### config.mk
export PLATFORM = sky130hd
export DESIGN_NAME = first_fit_block_allocator_core
export DESIGN_NICKNAME = d
export VERILOG_FILES = /design/src/hw/rtl/ffa_pkg.sv /design/src/hw/rtl/ffa_ctrl.sv /design/src/hw/rtl/ffa_datapath.sv /design/src/hw/rtl/first_fit_block_allocator_core.sv
export SDC_FILE = /design/constraint.sdc
export NUM_CORES = 2
export LEC_CHECK = 0
export BUFFER_PORTS_ARGS = -buffer_cell sky130_fd_sc_hd__buf_2
export CAP_MARGIN = 30
export CELL_PAD_IN_SITES_DETAIL_PLACEMENT = 0
export CELL_PAD_IN_SITES_GLOBAL_PLACEMENT = 1
export CORE_ASPECT_RATIO = 1.4
export CORE_MARGIN = 2
export CORE_UTILIZATION = 48
export CTS_CLUSTER_DIAMETER = 200
export DETAILED_ROUTE_END_ITERATION = 8
export GPL_TIMING_DRIVEN = 0
export PLACE_DENSITY_LB_ADDON = 0.1
export SLEW_MARGIN = 20
export SYNTH_ARGS = -nofsm -noshare
export SYNTH_HDL_FRONTEND = slang
export SYNTH_SLANG_ARGS = --single-unit
export TNS_END_PERCENT = 30
### constraint.sdc
create_clock -name clk -period 8.4 [get_ports clk]
set_clock_uncertainty 0.15 [all_clocks]
set_input_delay 0.42 -clock clk [delete_from_list [all_inputs] [get_ports clk]]
set_output_delay 0.42 -clock clk [all_outputs]
set_load 0.05 [all_outputs]
### src/hw/rtl/ffa_pkg.sv
// shared types, constants and codes for the first-fit block allocator
`default_nettype none

package ffa_pkg;

    localparam int unsigned MAX_BLOCKS_DEF  = 16;
    localparam int unsigned OFFSET_BITS_DEF = 21;

    localparam int unsigned HANDLE_BITS   = 4;
    localparam int unsigned SIZE_BITS     = 21;
    localparam int unsigned LEN_BITS      = 21;
    localparam int unsigned ADDR_BITS     = 33;
    localparam int unsigned BASE_BITS     = 32;
    localparam int unsigned CFG_IDX_BITS  = 8;
    localparam int unsigned CFG_DATA_BITS = 32;

    localparam logic [BASE_BITS-1:0] POOL_BASE_RESET = '0;
    localparam logic [SIZE_BITS-1:0] POOL_SIZE_RESET = 21'h100000;

    localparam logic [CFG_IDX_BITS-1:0] REG_POOL_BASE = 8'd0;
    localparam logic [CFG_IDX_BITS-1:0] REG_POOL_SIZE = 8'd1;

    typedef enum logic [1:0] {
        MODE_ALLOC,
        MODE_RESIZE,
        MODE_FREE,
        MODE_COMPACT
    } mode_t;

    typedef enum logic [1:0] {
        ST_OK,
        ST_NO_MEM,
        ST_BAD_FREE,
        ST_NO_SLOT
    } status_t;

    typedef struct packed {
        mode_t                  mode;
        logic [HANDLE_BITS-1:0] handle;
        logic                   handle_null;
        logic [SIZE_BITS-1:0]   request_size;
    } request_t;

    typedef struct packed {
        status_t                status;
        logic [HANDLE_BITS-1:0] result_handle;
        logic [ADDR_BITS-1:0]   block_address;
        logic [ADDR_BITS-1:0]   source_address;
        logic                   move_needed;
        logic [LEN_BITS-1:0]    move_length;
        logic                   last;
    } result_t;

    typedef enum logic [3:0] {
        CMD_NONE,
        CMD_LATCH,
        CMD_SCAN,
        CMD_COMPACT,
        CMD_ALLOC,
        CMD_INPLACE,
        CMD_REMOVE,
        CMD_MOVE,
        CMD_FREE,
        CMD_ERR_SLOT,
        CMD_ERR_MEM,
        CMD_ERR_FREE,
        CMD_EMPTY
    } ffa_cmd_t;

    typedef struct packed {
        mode_t mode;
        logic  alloc_like;
        logic  handle_ok;
        logic  slot_free;
        logic  empty;
        logic  walk_done;
        logic  fit_ok;
        logic  keep_place;
    } ffa_stat_t;

endpackage

`default_nettype wire

### src/hw/rtl/ffa_ctrl.sv
// request sequencer of the first-fit block allocator
`default_nettype none

module ffa_ctrl (
    input  wire logic             clk,
    input  wire logic             rst_n,
    input  wire logic             start,
    input  wire ffa_pkg::ffa_stat_t stat,
    output ffa_pkg::ffa_cmd_t     cmd,
    output logic                  busy
);
    import ffa_pkg::*;

    typedef enum logic [2:0] {
        S_IDLE,
        S_DISPATCH,
        S_SCAN,
        S_DECIDE,
        S_MOVE,
        S_COMPACT
    } state_t;

    state_t state_reg;
    state_t state_next;
    logic   busy_reg;

    always_comb
    begin
        state_next = state_reg;
        cmd        = CMD_NONE;
        case (state_reg)
            S_IDLE:
            begin
                if (start)
                begin
                    cmd        = CMD_LATCH;
                    state_next = S_DISPATCH;
                end
            end
            S_DISPATCH:
            begin
                if (stat.alloc_like)
                begin
                    if (stat.slot_free)
                    begin
                        state_next = S_SCAN;
                    end
                    else
                    begin
                        cmd        = CMD_ERR_SLOT;
                        state_next = S_IDLE;
                    end
                end
                else
                begin
                    case (stat.mode)
                        MODE_RESIZE:
                        begin
                            if (stat.handle_ok)
                            begin
                                state_next = S_SCAN;
                            end
                            else
                            begin
                                cmd        = CMD_ERR_FREE;
                                state_next = S_IDLE;
                            end
                        end
                        MODE_FREE:
                        begin
                            cmd        = stat.handle_ok ? CMD_FREE : CMD_ERR_FREE;
                            state_next = S_IDLE;
                        end
                        MODE_COMPACT:
                        begin
                            if (stat.empty)
                            begin
                                cmd        = CMD_EMPTY;
                                state_next = S_IDLE;
                            end
                            else
                            begin
                                state_next = S_COMPACT;
                            end
                        end
                        default:
                        begin
                            state_next = S_IDLE;
                        end
                    endcase
                end
            end
            S_SCAN:
            begin
                if (stat.walk_done)
                begin
                    state_next = S_DECIDE;
                end
                else
                begin
                    cmd = CMD_SCAN;
                end
            end
            S_DECIDE:
            begin
                state_next = S_IDLE;
                if (stat.alloc_like)
                begin
                    cmd = stat.fit_ok ? CMD_ALLOC : CMD_ERR_MEM;
                end
                else if (stat.keep_place)
                begin
                    cmd = CMD_INPLACE;
                end
                else if (stat.fit_ok)
                begin
                    cmd        = CMD_REMOVE;
                    state_next = S_MOVE;
                end
                else
                begin
                    cmd = CMD_ERR_MEM;
                end
            end
            S_MOVE:
            begin
                cmd        = CMD_MOVE;
                state_next = S_IDLE;
            end
            S_COMPACT:
            begin
                if (stat.walk_done)
                begin
                    state_next = S_IDLE;
                end
                else
                begin
                    cmd = CMD_COMPACT;
                end
            end
            default:
            begin
                state_next = S_IDLE;
            end
        endcase
    end

    always_ff @(posedge clk or negedge rst_n)
    begin
        if (!rst_n)
        begin
            state_reg <= S_IDLE;
            busy_reg  <= 1'b0;
        end
        else
        begin
            state_reg <= state_next;
            busy_reg  <= (state_next != S_IDLE);
        end
    end

    assign busy = busy_reg;

endmodule

`default_nettype wire

### src/hw/rtl/ffa_datapath.sv
// block table, order list, table walk and result register of the allocator
`default_nettype none

module ffa_datapath #(
    parameter int unsigned MAX_BLOCKS  = ffa_pkg::MAX_BLOCKS_DEF,
    parameter int unsigned OFFSET_BITS = ffa_pkg::OFFSET_BITS_DEF
) (
    input  wire logic                                clk,
    input  wire logic                                rst_n,
    input  wire ffa_pkg::ffa_cmd_t                   cmd,
    input  wire ffa_pkg::request_t                   req,
    input  wire logic                                cfg_valid,
    input  wire logic [ffa_pkg::CFG_IDX_BITS-1:0]    cfg_index,
    input  wire logic [ffa_pkg::CFG_DATA_BITS-1:0]   cfg_data,
    output ffa_pkg::ffa_stat_t                       stat,
    output logic                                     result_valid,
    output ffa_pkg::result_t                         result
);
    import ffa_pkg::*;

    localparam int unsigned SW = $clog2(MAX_BLOCKS);
    localparam int unsigned PW = $clog2(MAX_BLOCKS + 1);
    localparam int unsigned OB = OFFSET_BITS;
    localparam int unsigned WW = (OB > SIZE_BITS) ? OB : SIZE_BITS;

    function automatic logic room_ge(input logic [WW-1:0] from, input logic [WW-1:0] upto,
                                     input logic [WW-1:0] need);
        logic [WW-1:0] d;
        begin
            d = upto - from;
            return (upto >= from) ? (d >= need) : (need == '0);
        end
    endfunction

    function automatic logic [ADDR_BITS-1:0] to_addr(input logic [BASE_BITS-1:0] base,
                                                     input logic [OB-1:0] off);
        return ADDR_BITS'(base) + ADDR_BITS'(off);
    endfunction

    // block table: {length, offset} per slot
    logic [2*OB-1:0] blk_mem [MAX_BLOCKS];
    logic [2*OB-1:0] mem_q_reg;
    logic            mem_we;
    logic [SW-1:0]   mem_wa;
    logic [2*OB-1:0] mem_wd;
    logic [SW-1:0]   mem_ra;

    logic [BASE_BITS-1:0]  pool_base_reg;
    logic [SIZE_BITS-1:0]  pool_size_reg;

    request_t              req_reg, req_next;
    logic [PW-1:0]         count_reg, count_next;
    logic [MAX_BLOCKS-1:0] in_use_reg, in_use_next;
    logic [SW-1:0]         ord_reg [MAX_BLOCKS];
    logic [SW-1:0]         ord_next [MAX_BLOCKS];

    logic [PW-1:0] rd_idx_reg, rd_idx_next;
    logic          pend_reg, pend_next;
    logic [PW-1:0] ev_idx_reg, ev_idx_next;
    logic [SW-1:0] ev_slot_reg, ev_slot_next;
    logic          found_reg, found_next;
    logic [PW-1:0] fpos_reg, fpos_next;
    logic [OB-1:0] foff_reg, foff_next;
    logic [OB-1:0] prev_end_reg, prev_end_next;
    logic          prev_me_reg, prev_me_next;
    logic          has_next_reg, has_next_next;
    logic [OB-1:0] next_off_reg, next_off_next;
    logic [OB-1:0] old_off_reg, old_off_next;
    logic [OB-1:0] old_len_reg, old_len_next;
    logic [PW-1:0] me_reg, me_next;
    logic [OB-1:0] dst_reg, dst_next;

    logic    res_valid_reg, res_valid_next;
    result_t res_reg, res_next;

    logic [SW-1:0] hs;
    logic [SW-1:0] free_slot;
    logic          slot_free;
    logic [PW-1:0] me_pos;
    logic          handle_ok;
    logic [OB-1:0] q_off, q_len, q_end;
    logic [WW-1:0] size_w, pool_w;
    logic          end_fit, tail_ok, inplace_ok;
    logic [OB-1:0] fit_off;
    logic [PW-1:0] fit_pos;
    logic [PW-1:0] last_idx;

    logic          do_rm, do_ins;
    logic [PW-1:0] rm_pos, ins_pos;
    logic [SW-1:0] ins_slot;
    logic          moved;

    assign hs        = SW'(req_reg.handle);
    assign q_off     = mem_q_reg[OB-1:0];
    assign q_len     = mem_q_reg[2*OB-1:OB];
    assign q_end     = q_off + q_len;
    assign size_w    = WW'(req_reg.request_size);
    assign pool_w    = WW'(pool_size_reg);
    assign last_idx  = count_reg - PW'(1);
    assign slot_free = ~&in_use_reg;
    assign handle_ok = !req_reg.handle_null && (32'(req_reg.handle) < MAX_BLOCKS) &&
                       in_use_reg[hs];
    assign mem_ra    = ord_reg[rd_idx_reg[SW-1:0]];

    always_comb
    begin
        free_slot = '0;
        for (int i = MAX_BLOCKS - 1; i >= 0; i--)
        begin
            if (!in_use_reg[i])
            begin
                free_slot = SW'(i);
            end
        end
    end

    always_comb
    begin
        me_pos = '0;
        for (int i = 0; i < MAX_BLOCKS; i++)
        begin
            if ((ord_reg[i] == hs) && (PW'(i) < count_reg))
            begin
                me_pos = PW'(i);
            end
        end
    end

    assign end_fit    = room_ge(WW'(prev_end_reg), pool_w, size_w);
    assign tail_ok    = (me_reg == last_idx) && room_ge(WW'(old_off_reg), pool_w, size_w);
    assign inplace_ok = (size_w <= WW'(old_len_reg)) ||
                        (has_next_reg && room_ge(WW'(old_off_reg), WW'(next_off_reg), size_w));
    assign fit_off    = found_reg ? foff_reg : prev_end_reg;
    assign fit_pos    = found_reg ? fpos_reg : count_reg;

    always_comb
    begin
        stat.mode       = req_reg.mode;
        stat.alloc_like = (req_reg.mode == MODE_ALLOC) ||
                          ((req_reg.mode == MODE_RESIZE) && req_reg.handle_null);
        stat.handle_ok  = handle_ok;
        stat.slot_free  = slot_free;
        stat.empty      = (count_reg == '0);
        stat.walk_done  = (rd_idx_reg == count_reg) && !pend_reg;
        stat.fit_ok     = found_reg || end_fit;
        stat.keep_place = inplace_ok || (!found_reg && tail_ok);
    end

    always_comb
    begin
        req_next       = req_reg;
        count_next     = count_reg;
        in_use_next    = in_use_reg;
        rd_idx_next    = rd_idx_reg;
        pend_next      = pend_reg;
        ev_idx_next    = ev_idx_reg;
        ev_slot_next   = ev_slot_reg;
        found_next     = found_reg;
        fpos_next      = fpos_reg;
        foff_next      = foff_reg;
        prev_end_next  = prev_end_reg;
        prev_me_next   = prev_me_reg;
        has_next_next  = has_next_reg;
        next_off_next  = next_off_reg;
        old_off_next   = old_off_reg;
        old_len_next   = old_len_reg;
        me_next        = me_reg;
        dst_next       = dst_reg;
        res_valid_next = 1'b0;
        res_next       = res_reg;
        mem_we         = 1'b0;
        mem_wa         = hs;
        mem_wd         = '0;
        do_rm          = 1'b0;
        do_ins         = 1'b0;
        rm_pos         = me_pos;
        ins_pos        = fit_pos;
        ins_slot       = hs;
        moved          = 1'b0;

        case (cmd)
            CMD_LATCH:
            begin
                req_next      = req;
                rd_idx_next   = '0;
                pend_next     = 1'b0;
                found_next    = 1'b0;
                fpos_next     = '0;
                prev_end_next = '0;
                prev_me_next  = 1'b0;
                has_next_next = 1'b0;
                dst_next      = '0;
            end
            CMD_SCAN, CMD_COMPACT:
            begin
                if (rd_idx_reg < count_reg)
                begin
                    pend_next    = 1'b1;
                    ev_idx_next  = rd_idx_reg;
                    ev_slot_next = mem_ra;
                    rd_idx_next  = rd_idx_reg + PW'(1);
                end
                else
                begin
                    pend_next = 1'b0;
                end
                if (pend_reg && (cmd == CMD_SCAN))
                begin
                    if (!found_reg)
                    begin
                        if (ev_idx_reg == '0)
                        begin
                            if (WW'(q_off) >= size_w)
                            begin
                                found_next = 1'b1;
                                fpos_next  = '0;
                                foff_next  = '0;
                            end
                        end
                        else if (room_ge(WW'(prev_end_reg), WW'(q_off), size_w))
                        begin
                            found_next = 1'b1;
                            fpos_next  = ev_idx_reg;
                            foff_next  = prev_end_reg;
                        end
                    end
                    prev_end_next = q_end;
                    if (prev_me_reg)
                    begin
                        has_next_next = 1'b1;
                        next_off_next = q_off;
                    end
                    prev_me_next = (ev_slot_reg == hs);
                    if (ev_slot_reg == hs)
                    begin
                        old_off_next = q_off;
                        old_len_next = q_len;
                        me_next      = ev_idx_reg;
                    end
                end
                else if (pend_reg)
                begin
                    moved                   = (q_off != dst_reg);
                    res_valid_next          = 1'b1;
                    res_next                = '0;
                    res_next.status         = ST_OK;
                    res_next.result_handle  = HANDLE_BITS'(ev_slot_reg);
                    res_next.block_address  = to_addr(pool_base_reg, dst_reg);
                    res_next.source_address = moved ? to_addr(pool_base_reg, q_off) : '0;
                    res_next.move_needed    = moved;
                    res_next.move_length    = moved ? LEN_BITS'(q_len) : '0;
                    res_next.last           = (ev_idx_reg == last_idx);
                    mem_we                  = 1'b1;
                    mem_wa                  = ev_slot_reg;
                    mem_wd                  = {q_len, dst_reg};
                    dst_next                = dst_reg + q_len;
                end
            end
            CMD_ALLOC:
            begin
                mem_we                 = 1'b1;
                mem_wa                 = free_slot;
                mem_wd                 = {OB'(req_reg.request_size), fit_off};
                in_use_next[free_slot] = 1'b1;
                do_ins                 = 1'b1;
                ins_pos                = fit_pos;
                ins_slot               = free_slot;
                count_next             = count_reg + PW'(1);
                res_valid_next         = 1'b1;
                res_next               = '0;
                res_next.status        = ST_OK;
                res_next.result_handle = HANDLE_BITS'(free_slot);
                res_next.block_address = to_addr(pool_base_reg, fit_off);
                res_next.last          = 1'b1;
            end
            CMD_INPLACE:
            begin
                mem_we                 = 1'b1;
                mem_wa                 = hs;
                mem_wd                 = {OB'(req_reg.request_size), old_off_reg};
                res_valid_next         = 1'b1;
                res_next               = '0;
                res_next.status        = ST_OK;
                res_next.result_handle = req_reg.handle;
                res_next.block_address = to_addr(pool_base_reg, old_off_reg);
                res_next.last          = 1'b1;
            end
            CMD_REMOVE:
            begin
                do_rm      = 1'b1;
                rm_pos     = me_reg;
                count_next = count_reg - PW'(1);
                fpos_next  = (fit_pos > me_reg) ? (fit_pos - PW'(1)) : fit_pos;
                foff_next  = fit_off;
                found_next = 1'b1;
            end
            CMD_MOVE:
            begin
                do_ins                  = 1'b1;
                ins_pos                 = fpos_reg;
                ins_slot                = hs;
                count_next              = count_reg + PW'(1);
                mem_we                  = 1'b1;
                mem_wa                  = hs;
                mem_wd                  = {OB'(req_reg.request_size), foff_reg};
                res_valid_next          = 1'b1;
                res_next                = '0;
                res_next.status         = ST_OK;
                res_next.result_handle  = req_reg.handle;
                res_next.block_address  = to_addr(pool_base_reg, foff_reg);
                res_next.source_address = to_addr(pool_base_reg, old_off_reg);
                res_next.move_needed    = 1'b1;
                res_next.move_length    = LEN_BITS'(old_len_reg);
                res_next.last           = 1'b1;
            end
            CMD_FREE:
            begin
                do_rm                  = 1'b1;
                rm_pos                 = me_pos;
                in_use_next[hs]        = 1'b0;
                count_next             = count_reg - PW'(1);
                res_valid_next         = 1'b1;
                res_next               = '0;
                res_next.status        = ST_OK;
                res_next.result_handle = req_reg.handle;
                res_next.last          = 1'b1;
            end
            CMD_ERR_SLOT, CMD_ERR_MEM, CMD_ERR_FREE, CMD_EMPTY:
            begin
                res_valid_next = 1'b1;
                res_next       = '0;
                res_next.last  = 1'b1;
                case (cmd)
                    CMD_ERR_SLOT: res_next.status = ST_NO_SLOT;
                    CMD_ERR_MEM:  res_next.status = ST_NO_MEM;
                    CMD_ERR_FREE: res_next.status = ST_BAD_FREE;
                    default:      res_next.status = ST_OK;
                endcase
            end
            default:
            begin
            end
        endcase

        // order list shifts
        for (int i = 0; i < MAX_BLOCKS; i++)
        begin
            ord_next[i] = ord_reg[i];
        end
        if (do_rm)
        begin
            for (int i = 0; i < MAX_BLOCKS - 1; i++)
            begin
                if (PW'(i) >= rm_pos)
                begin
                    ord_next[i] = ord_reg[i + 1];
                end
            end
        end
        if (do_ins)
        begin
            for (int i = 1; i < MAX_BLOCKS; i++)
            begin
                if (PW'(i) > ins_pos)
                begin
                    ord_next[i] = ord_reg[i - 1];
                end
            end
            for (int i = 0; i < MAX_BLOCKS; i++)
            begin
                if (PW'(i) == ins_pos)
                begin
                    ord_next[i] = ins_slot;
                end
            end
        end
    end

    always_ff @(posedge clk)
    begin
        if (mem_we)
        begin
            blk_mem[mem_wa] <= mem_wd;
        end
        mem_q_reg <= blk_mem[mem_ra];
    end

    always_ff @(posedge clk or negedge rst_n)
    begin
        if (!rst_n)
        begin
            pool_base_reg <= POOL_BASE_RESET;
            pool_size_reg <= POOL_SIZE_RESET;
            count_reg     <= '0;
            in_use_reg    <= '0;
            rd_idx_reg    <= '0;
            pend_reg      <= 1'b0;
            res_valid_reg <= 1'b0;
        end
        else
        begin
            if (cfg_valid)
            begin
                case (cfg_index)
                    REG_POOL_BASE: pool_base_reg <= cfg_data;
                    REG_POOL_SIZE: pool_size_reg <= cfg_data[SIZE_BITS-1:0];
                    default:
                    begin
                    end
                endcase
            end
            count_reg     <= count_next;
            in_use_reg    <= in_use_next;
            rd_idx_reg    <= rd_idx_next;
            pend_reg      <= pend_next;
            res_valid_reg <= res_valid_next;
        end
    end

    always_ff @(posedge clk)
    begin
        req_reg      <= req_next;
        ev_idx_reg   <= ev_idx_next;
        ev_slot_reg  <= ev_slot_next;
        found_reg    <= found_next;
        fpos_reg     <= fpos_next;
        foff_reg     <= foff_next;
        prev_end_reg <= prev_end_next;
        prev_me_reg  <= prev_me_next;
        has_next_reg <= has_next_next;
        next_off_reg <= next_off_next;
        old_off_reg  <= old_off_next;
        old_len_reg  <= old_len_next;
        me_reg       <= me_next;
        dst_reg      <= dst_next;
        res_reg      <= res_next;
        for (int i = 0; i < MAX_BLOCKS; i++)
        begin
            ord_reg[i] <= ord_next[i];
        end
    end

    assign result_valid = res_valid_reg;
    assign result       = res_reg;

endmodule

`default_nettype wire

### src/hw/rtl/first_fit_block_allocator_core.sv
// top level of the first-fit block allocator with compaction
//
// channel   direction  handshake                       payload
// request   in         start && !busy                  request (mode, handle, size)
// result    out        result_valid, one cycle strobe  result (status, addresses, move)
// config    in         cfg_valid && cfg_ready          cfg_index, cfg_data
//
// allocate and resize walk the block table once
// compact emits one transaction per block on consecutive cycles
// free and handle or slot errors skip the table walk; the walk rate is set by one table read per cycle
// reset clears slot usage and the block count at once, no clearing pass
// busy stays high until the final transaction of a request is issued
// results cannot be held off, so the block never stalls on the output side
`default_nettype none

module first_fit_block_allocator_core #(
    parameter int unsigned MAX_BLOCKS  = ffa_pkg::MAX_BLOCKS_DEF,
    parameter int unsigned OFFSET_BITS = ffa_pkg::OFFSET_BITS_DEF
) (
    input  wire logic                              clk,
    input  wire logic                              rst_n,
    input  wire logic                              start,
    input  wire ffa_pkg::request_t                 request,
    output logic                                   busy,
    output logic                                   result_valid,
    output ffa_pkg::result_t                       result,
    input  wire logic                              cfg_valid,
    output logic                                   cfg_ready,
    input  wire logic [ffa_pkg::CFG_IDX_BITS-1:0]  cfg_index,
    input  wire logic [ffa_pkg::CFG_DATA_BITS-1:0] cfg_data
);
    import ffa_pkg::*;

    ffa_cmd_t  cmd;
    ffa_stat_t stat;

    assign cfg_ready = 1'b1;

    ffa_ctrl u_ctrl (
        .clk   (clk),
        .rst_n (rst_n),
        .start (start),
        .stat  (stat),
        .cmd   (cmd),
        .busy  (busy)
    );

    ffa_datapath #(
        .MAX_BLOCKS  (MAX_BLOCKS),
        .OFFSET_BITS (OFFSET_BITS)
    ) u_datapath (
        .clk          (clk),
        .rst_n        (rst_n),
        .cmd          (cmd),
        .req          (request),
        .cfg_valid    (cfg_valid && cfg_ready),
        .cfg_index    (cfg_index),
        .cfg_data     (cfg_data),
        .stat         (stat),
        .result_valid (result_valid),
        .result       (result)
    );

    a_start_busy: assert property (@(posedge clk) disable iff (!rst_n)
        (start && !busy) |=> busy)
        else $error("accepted request did not raise busy");

    a_compact_burst: assert property (@(posedge clk) disable iff (!rst_n)
        (result_valid && !result.last) |=> result_valid)
        else $error("gap inside a multi-transaction burst");

    a_error_last: assert property (@(posedge clk) disable iff (!rst_n)
        (result_valid && (result.status != ST_OK)) |->
            (result.last && !result.move_needed && (result.block_address == '0)))
        else $error("error transaction not final or not cleared");

endmodule

`default_nettype wire
## Word-level counts from Yosys, hierarchy flattened

Memories as Yosys holds them, arrays and structs flattened. A register that Yosys moved wholly into a read port is not among the register bits.
Index checks and enable logic that the tools add are counted.

- Flip-flop bits (word level): 356
- Logic and storage cells: 418
- Memories kept: 2
- RAM bits: 736
- Output and inout bits: 98
- Input port bits: 72

- $lt $le $gt $ge: 61
- Reductions and logical operators: 65
- Bitwise logic cells: 3
- Multiplexer cells: 175
- Add/subtract/negate cells: 15
- Equality and inequality tests: 64

Memories:

| name | words | bits a word | rd ports | clocked after memory_dff | wr ports | RTL line | RTL |
|---|---|---|---|---|---|---|---|
| u_datapath.blk_mem | 16 | 42 | 1 | 1 | 1 | ffa_datapath.sv:41 | `logic [2*OB-1:0] blk_mem [MAX_BLOCKS];` |
| u_datapath.ord_reg | 16 | 4 | 17 | 0 | 16 | ffa_datapath.sv:54 | `logic [SW-1:0] ord_reg [MAX_BLOCKS];` |

Operator list:

| cell | count |
|---|---|
| 95-bit one-hot mux with 6 select lines | 1 |
| 4-bit 2-to-1 mux | 73 |
| 21-bit 2-to-1 mux | 10 |
| 95-bit 2-to-1 mux | 2 |
| 21-bit greater-or-equal comparator | 9 |
| 42-bit one-hot mux with 4 select lines | 1 |
| 32-bit by 21-bit adder with 33-bit output | 5 |
| 21-bit one-hot mux with 2 select lines | 3 |
| 5-bit 2-to-1 mux | 24 |
| 42-bit 2-to-1 mux | 2 |
| 21-bit subtractor | 4 |
| 4-bit == test | 16 |
| 64-bit 2-to-1 mux | 1 |
| 60-bit 2-to-1 mux | 1 |
| 21-bit adder | 2 |
| 4-bit by 5-bit == test with 1-bit output, first input constant | 8 |
| 4-bit by 5-bit > comparator with 1-bit output, first input constant | 8 |
| 4-bit by 5-bit less-than comparator with 1-bit output, first input constant | 8 |
| 4-bit by 5-bit greater-or-equal comparator with 1-bit output, first input constant | 7 |
| 33-bit 2-to-1 mux | 1 |
| 16-bit one-hot mux with 2 select lines | 1 |
| 1-bit logical AND | 24 |
| 1-bit 2-to-1 mux | 24 |
| 3-bit 2-to-1 mux | 8 |
| 69 further kinds | 140 |

## Logic depth before layout (Yosys ltp)

An unclocked memory read counts as a cell.

- Depth after elaboration: 25
- Depth in mapped cells: 41
- Mapped depth without buffers: 40

## Cells and area by module

A second synthesis with hierarchy kept.

- Cell total of the unflattened synthesis: 4437
- Area total of the unflattened synthesis: 58657.5 µm²

Modules (own cells, without submodules):

| module | instances | area each (µm²) | sequential area each (µm²) | cells each |
|---|---|---|---|---|
| ffa_datapath | 1 | 58214.6 | 32507.4 | 4373 |
| ffa_ctrl | 1 | 431.7 | 100.1 | 62 |
| first_fit_block_allocator_core | 1 | 11.3 | 0.0 | 2 |

## Worst setup path before layout

OpenSTA, ideal clock, no wires.

- Path type: register to register
- Start: register u_datapath.pool_size_reg[0]
- End: register u_datapath.res_reg, in the netlist u_datapath.result[80] (data pin)
- Setup slack: 287 ps
- Data required time: 7976 ps
- Arrival: 7689 ps
- Setup time: 274 ps
- Path buffers: 2
- Period minus slack after synthesis: 8113 ps
- Stages on the path, launching flop included: 42
- Cells stage by stage: dfrtp_1 -> inv_1 -> ha_1 -> inv_1 -> fa_1 -> a21o_1 -> a21oi_1 -> o21bai_1 -> a21oi_1 -> o21bai_1 -> a21oi_1 -> nor2b_1 -> o21a_1 -> o41ai_1 -> nor3_1 -> a311o_1 -> ha_1 -> a21o_1 -> [6 not listed] -> buf_4 -> nor2_1 -> clkbuf_1 -> a22o_1 -> a21oi_1 -> inv_1 -> ha_1 -> nor2b_1 -> o21a_1 -> o21ai_0 -> a21oi_1 -> a211o_1 -> a41oi_1 -> o21ai_0 -> a31oi_1 -> o41ai_2 -> a31oi_1 -> a31oi_1

RTL lines:

| element | RTL line | RTL |
|---|---|---|
| from (decl) | ffa_datapath.sv:49 | `logic [SIZE_BITS-1:0] pool_size_reg;` |
| from (signal assigned) | ffa_datapath.sv:406 | `REG_POOL_SIZE: pool_size_reg <= cfg_data[SIZE_BITS-1:0];` |
| to (signal assigned) | ffa_datapath.sv:436 | `res_reg <= res_next;` |
| to (decl) | ffa_datapath.sv:74 | `result_t res_reg, res_next;` |

## Worst setup path after layout

- Start: register u_datapath.old_off_reg[0]
- End: memory u_datapath.blk_mem[14][3] (netlist bit), enable pin

- Longest elaborated chain between the ends: 15
- Elaborated cells between the ends (all ways): 30
- Classes of those cells: 2 x add/sub; 4 x order compare; 5 x eq/ne; 11 x mux; 8 x reduce/logical

RTL lines:

| element | RTL line | RTL |
|---|---|---|
| from (decl) | ffa_datapath.sv:68 | `logic [OB-1:0] old_off_reg, old_off_next;` |
| from (signal assigned) | ffa_datapath.sv:432 | `old_off_reg <= old_off_next;` |
| 21-bit subtractor | ffa_datapath.sv:30 | `d = upto - from;` |
| 21-bit greater-or-equal comparator | ffa_datapath.sv:31 | `return (upto >= from) ? (d >= need) : (need == '0);` |
| 1-bit 2-to-1 mux | ffa_datapath.sv:31 |  |
| 1-bit logical AND, on equally long branches | ffa_datapath.sv:132, ffa_datapath.sv:130 |  |
| 1-bit logical OR or 1-bit logical AND (tied branches) | ffa_datapath.sv:131, ffa_datapath.sv:146 |  |
| 1-bit logical OR (*) | ffa_datapath.sv:146 | `stat.keep_place = inplace_ok \|\| (!found_reg && tail_ok);` |
| 4-bit 2-to-1 mux (*) | ffa_ctrl.sv:111 | `else if (stat.keep_place)` |
| 4-bit 2-to-1 mux (*) | ffa_ctrl.sv:107 | `if (stat.alloc_like)` |
| 4-bit one-hot mux with 6 select lines (*) | ffa_ctrl.sv:31 | `case (state_reg)` |
| 4-bit by 2-bit == test with 1-bit output | ffa_datapath.sv:181, ffa_datapath.sv:207 |  |
| 1-bit logical AND | ffa_datapath.sv:207 | `if (pend_reg && (cmd == CMD_SCAN))` |
| 1-bit 2-to-1 mux | ffa_datapath.sv:207 |  |
| 1-bit one-hot mux with 2 select lines | ffa_datapath.sv:181 | `case (cmd)` |
| 1-bit 2-to-1 mux | ffa_datapath.sv:381 | `if (mem_we)` |
| 1-bit 2-to-1 mux (not written as such) | ffa_datapath.sv:383 | `blk_mem[mem_wa] <= mem_wd;` |
| to (decl) | ffa_datapath.sv:41 |  |

Mark *: on every way between the ends. The rest lies on a longest branch, timed or not.

==> summary.txt <==
Outcome
  – Outcome: complete, no violations

Final layout
  – Share of post-route cells with drive strength above 1: 0.186
  – Finished Core Util: 0.559
  – Design Area, Final: 68,500 sq um
  – Max reg flops: 672
  – Nets: 5,342
  – Layout Cells excl Fill: 6,641
  – Area grow syn2layout: 15.8%

Worst setup path
  – Worst Setup End Kind: register
  – Slowest CP cell: o21ai_1
  – Worst EP arrival: 8.46 ns
  – CP Max Fanout: 15
  – CP peak stage delay: 0.72 ns
  – Worst Path Required: 8.74 ns
  – Kind of critical path: reg -> reg
  – Startpoint type of the worst setup path: register
  – R2R cell count: 27

Timing
  – RSZ-0062 raised after global routing: true
  – Fin. Hold Viols: 0
  – Slew Limit Headroom: 0.272
  – FMAX: 0.123 GHz
  – Worst slew pin tran: 1.06 ns
  – Max Slew Vio Count: 0
  – Setup violators final: 0
  – TNS Setup: 0 ns
  – Final Cycle Share: 0.967
  – Final min period: 8.13 ns

Pwr
  – Comb pwr share: 0.494
  – Clock power share: 0.186
  – Pint: 15.7 mW
  – Switching Share: 0.425
  – VDD IR max: 348 uV
  – Net Switching: 11.6 mW
  – P_leak: 25.7 nW
  – Part of the power in registers: 0.321
  – Pwr dens: 399 nW/um^2

Floorplanning
  – Die X: 301 um
  – Die area: 126,000 sq um
  – Initial cell density of the core: 0.483
  – Core box area: 122,000 sq um
  – FP Rows: 152
  – I/O pin cnt: 170
  – Die Height: 419 um

Flow run
  – Max-cap violation count: 0

Global route
  – Vias in the first global route: 41.7k
  – Met1 Track Usage GR: 0.370
  – Antenna violations before repair: 2
  – GR Util met2: 0.549
  – Grt total ovfl: 0
  – GRT Resource Usage Total: 0.311
  – Largest net degree at the start of global routing: 56
  – GR peak layer: met2
  – GR Layer Usage met3: 0.0354
  – Global-route wire length before repair: 282 mm

Drt
  – Antenna Nets Post-Route: 0
  – Initial DRC count: 3,636
  – Vias per inst: 6.23
  – Drt pass-1 iters: 7
  – Drt drc: 0
  – WL/cell: 29.6 um
  – DR vias: 41.4k
  – Routed WL: 196 mm

Synth
  – Syn Inst Count: 4,490
  – Most frequent cells after synthesis: edfxtp_1 (947), ha_1 (331), nor2_1 (254)
  – Synth warnings: 0
  – Post-synth net total: 4,902
  – Synth area leaders: edfxtp_1 (48%), mux4_2 (8.8%), ha_1 (7.0%), dfrtp_1 (3.6%), dfxtp_1 (3.5%)
  – Synth Register Bits: 1,134
  – Top-count cell post-synth: edfxtp_1
  – Syn_area_per_cell: 13.2 sq um
  – Seq/Total Area, Yosys: 0.551
  – Cell taking the most area after synthesis: edfxtp_1
  – Top cell type's share of synthesized area: 0.481
  – Yosys cell types: 103
  – Synth Flop Type: edfxtp_1
  – Post-synth ARST share: 0.0750
  – Post-synth EDFFs: 947
  – Cell area after synthesis: 59,200 sq um

CTS
  – H-Tree Depth: 3
  – CTS tree: done
  – Clk root buf: clkbuf_16
  – CTS Buf Count: 109
  – CTS sink count: 1,134
  – Reg clk slew, reported paths: 0.06 ns
  – Clock Path Buffers: 3
  – Worst-Skew Late Latency: 0.76 ns

Placement
  – # placed instances: 6,332
  – DP Area: 63,300 sq um
  – DP Wirelength: 148 mm
  – Count of input and output buffers: 168
  – Routability cong.: 0.930

Hold path
  – Worst Hold Class: in -> async
worst max-delay path: cells and delay by family (launching register included):
family                     cells  cell delay, ns
and+or+nand+nor                5            0.85
DFF                            1            0.66
buffers and inverters          4            0.77
adders and majority gates      3            0.77
AOI/OAI and AO/OA             15            4.61
cells in the final DEF (no fill, tap or decap), drive strengths merged, types with 54 or more instances in the layout:
cell type	count
a21o	80
a21oi	232
a22o	87
buf	333
clkbuf	241
dfrtp	84
dfxtp	102
dlygate4sd3	62
edfxtp	947
ha	331
inv	207
mux2	59
mux2i	54
mux4	232
nand2	235
nand3	92
nor2	254
nor3	88
o21ai	241
xnor2	150
xor2	106
cell type report:
class,instances,area [sq um]
diodes,1,2.50
fillers,10200,54000
repair buffers,330,2940
multi-input cells,2991,25700
clock buffers,141,2980
clock inverters,63,708
well taps,1617,2020
plain buffers,165,796
flip-flops and latches,1134,32600
inverters,199,747
power groups by stage:
stage / Clock (mW) / Sequential (mW) / Combinational [mW]
global placement: 0 / 8.92 / 12.8
global route: 5.38 / 8.81 / 14.5
detailed placement: 0 / 8.84 / 13.2
floorplan: 0 / 9.11 / 8.33
CTS: 5.16 / 8.73 / 13.3
finish: 5.07 / 8.76 / 13.5
routing by layer:
metal	vias to the layer above	wire, um
met5	-	12
met4	2	11800
met3	409	10300
met2	1536	99800
met1	21000	74300
li1	18400	-
final timing paths:
kind | from | end | slack (ns)
max | u_datapath.old_off_reg[0] | u_datapath.blk_mem[14][3] | 0.27
min | rst_n | u_datapath.pool_base_reg[26] | 0.02
max reg2reg | u_datapath.old_off_reg[0] | u_datapath.blk_mem[14][3] | 0.27
min reg2reg | u_datapath.ev_idx_reg[2] | u_datapath.me_reg[2] | 0.39
max in group asynchronous | rst_n | u_datapath.pool_size_reg[20] | 7.41
min in group clk | cfg_index[0] | u_datapath.pool_size_reg[0] | 0.08
what timing repair did:
action,4_1_cts,5_1_grt
hold buffers,62,0
cloned,0,0
setup endpoints to repair,288,410
endpoints found under the hold margin,166,0
gates resized for setup,69,61
setup buffers,18,20
pin swaps,23,49
stage by stage:
step	setup WS (ns)	total power, mW	hold WS [ns]
after floorplan	0.287	17.4	-0.0256
after global placement	-3.38	21.7	0.341
after detailed placement	-3.02	22.0	0.248
after CTS	0.00349	27.2	0.0144
after global routing	-0.106	28.7	0.0707
final	0.273	27.3	0.0184
cell families (layout without fill, tap and decap cells):
| group | count (synthesis) | after routing | share of synthesized area |
|---|---|---|---|
| AOI/OAI and AO/OA | 1067 | 1067 | 0.123 |
| xor gates and xnor gates | 256 | 256 | 0.0379 |
| adders and majority gates | 340 | 340 | 0.0730 |
| buffers and inverters | 365 | 898 | 0.0250 |
| DFF | 1134 | 1134 | 0.551 |
| muxes | 345 | 345 | 0.109 |
| other | 1 | 2 | 0.0000634 |
| and+or+nand+nor | 982 | 982 | 0.0815 |
Note: power is estimated with default switching activity, not from simulation.
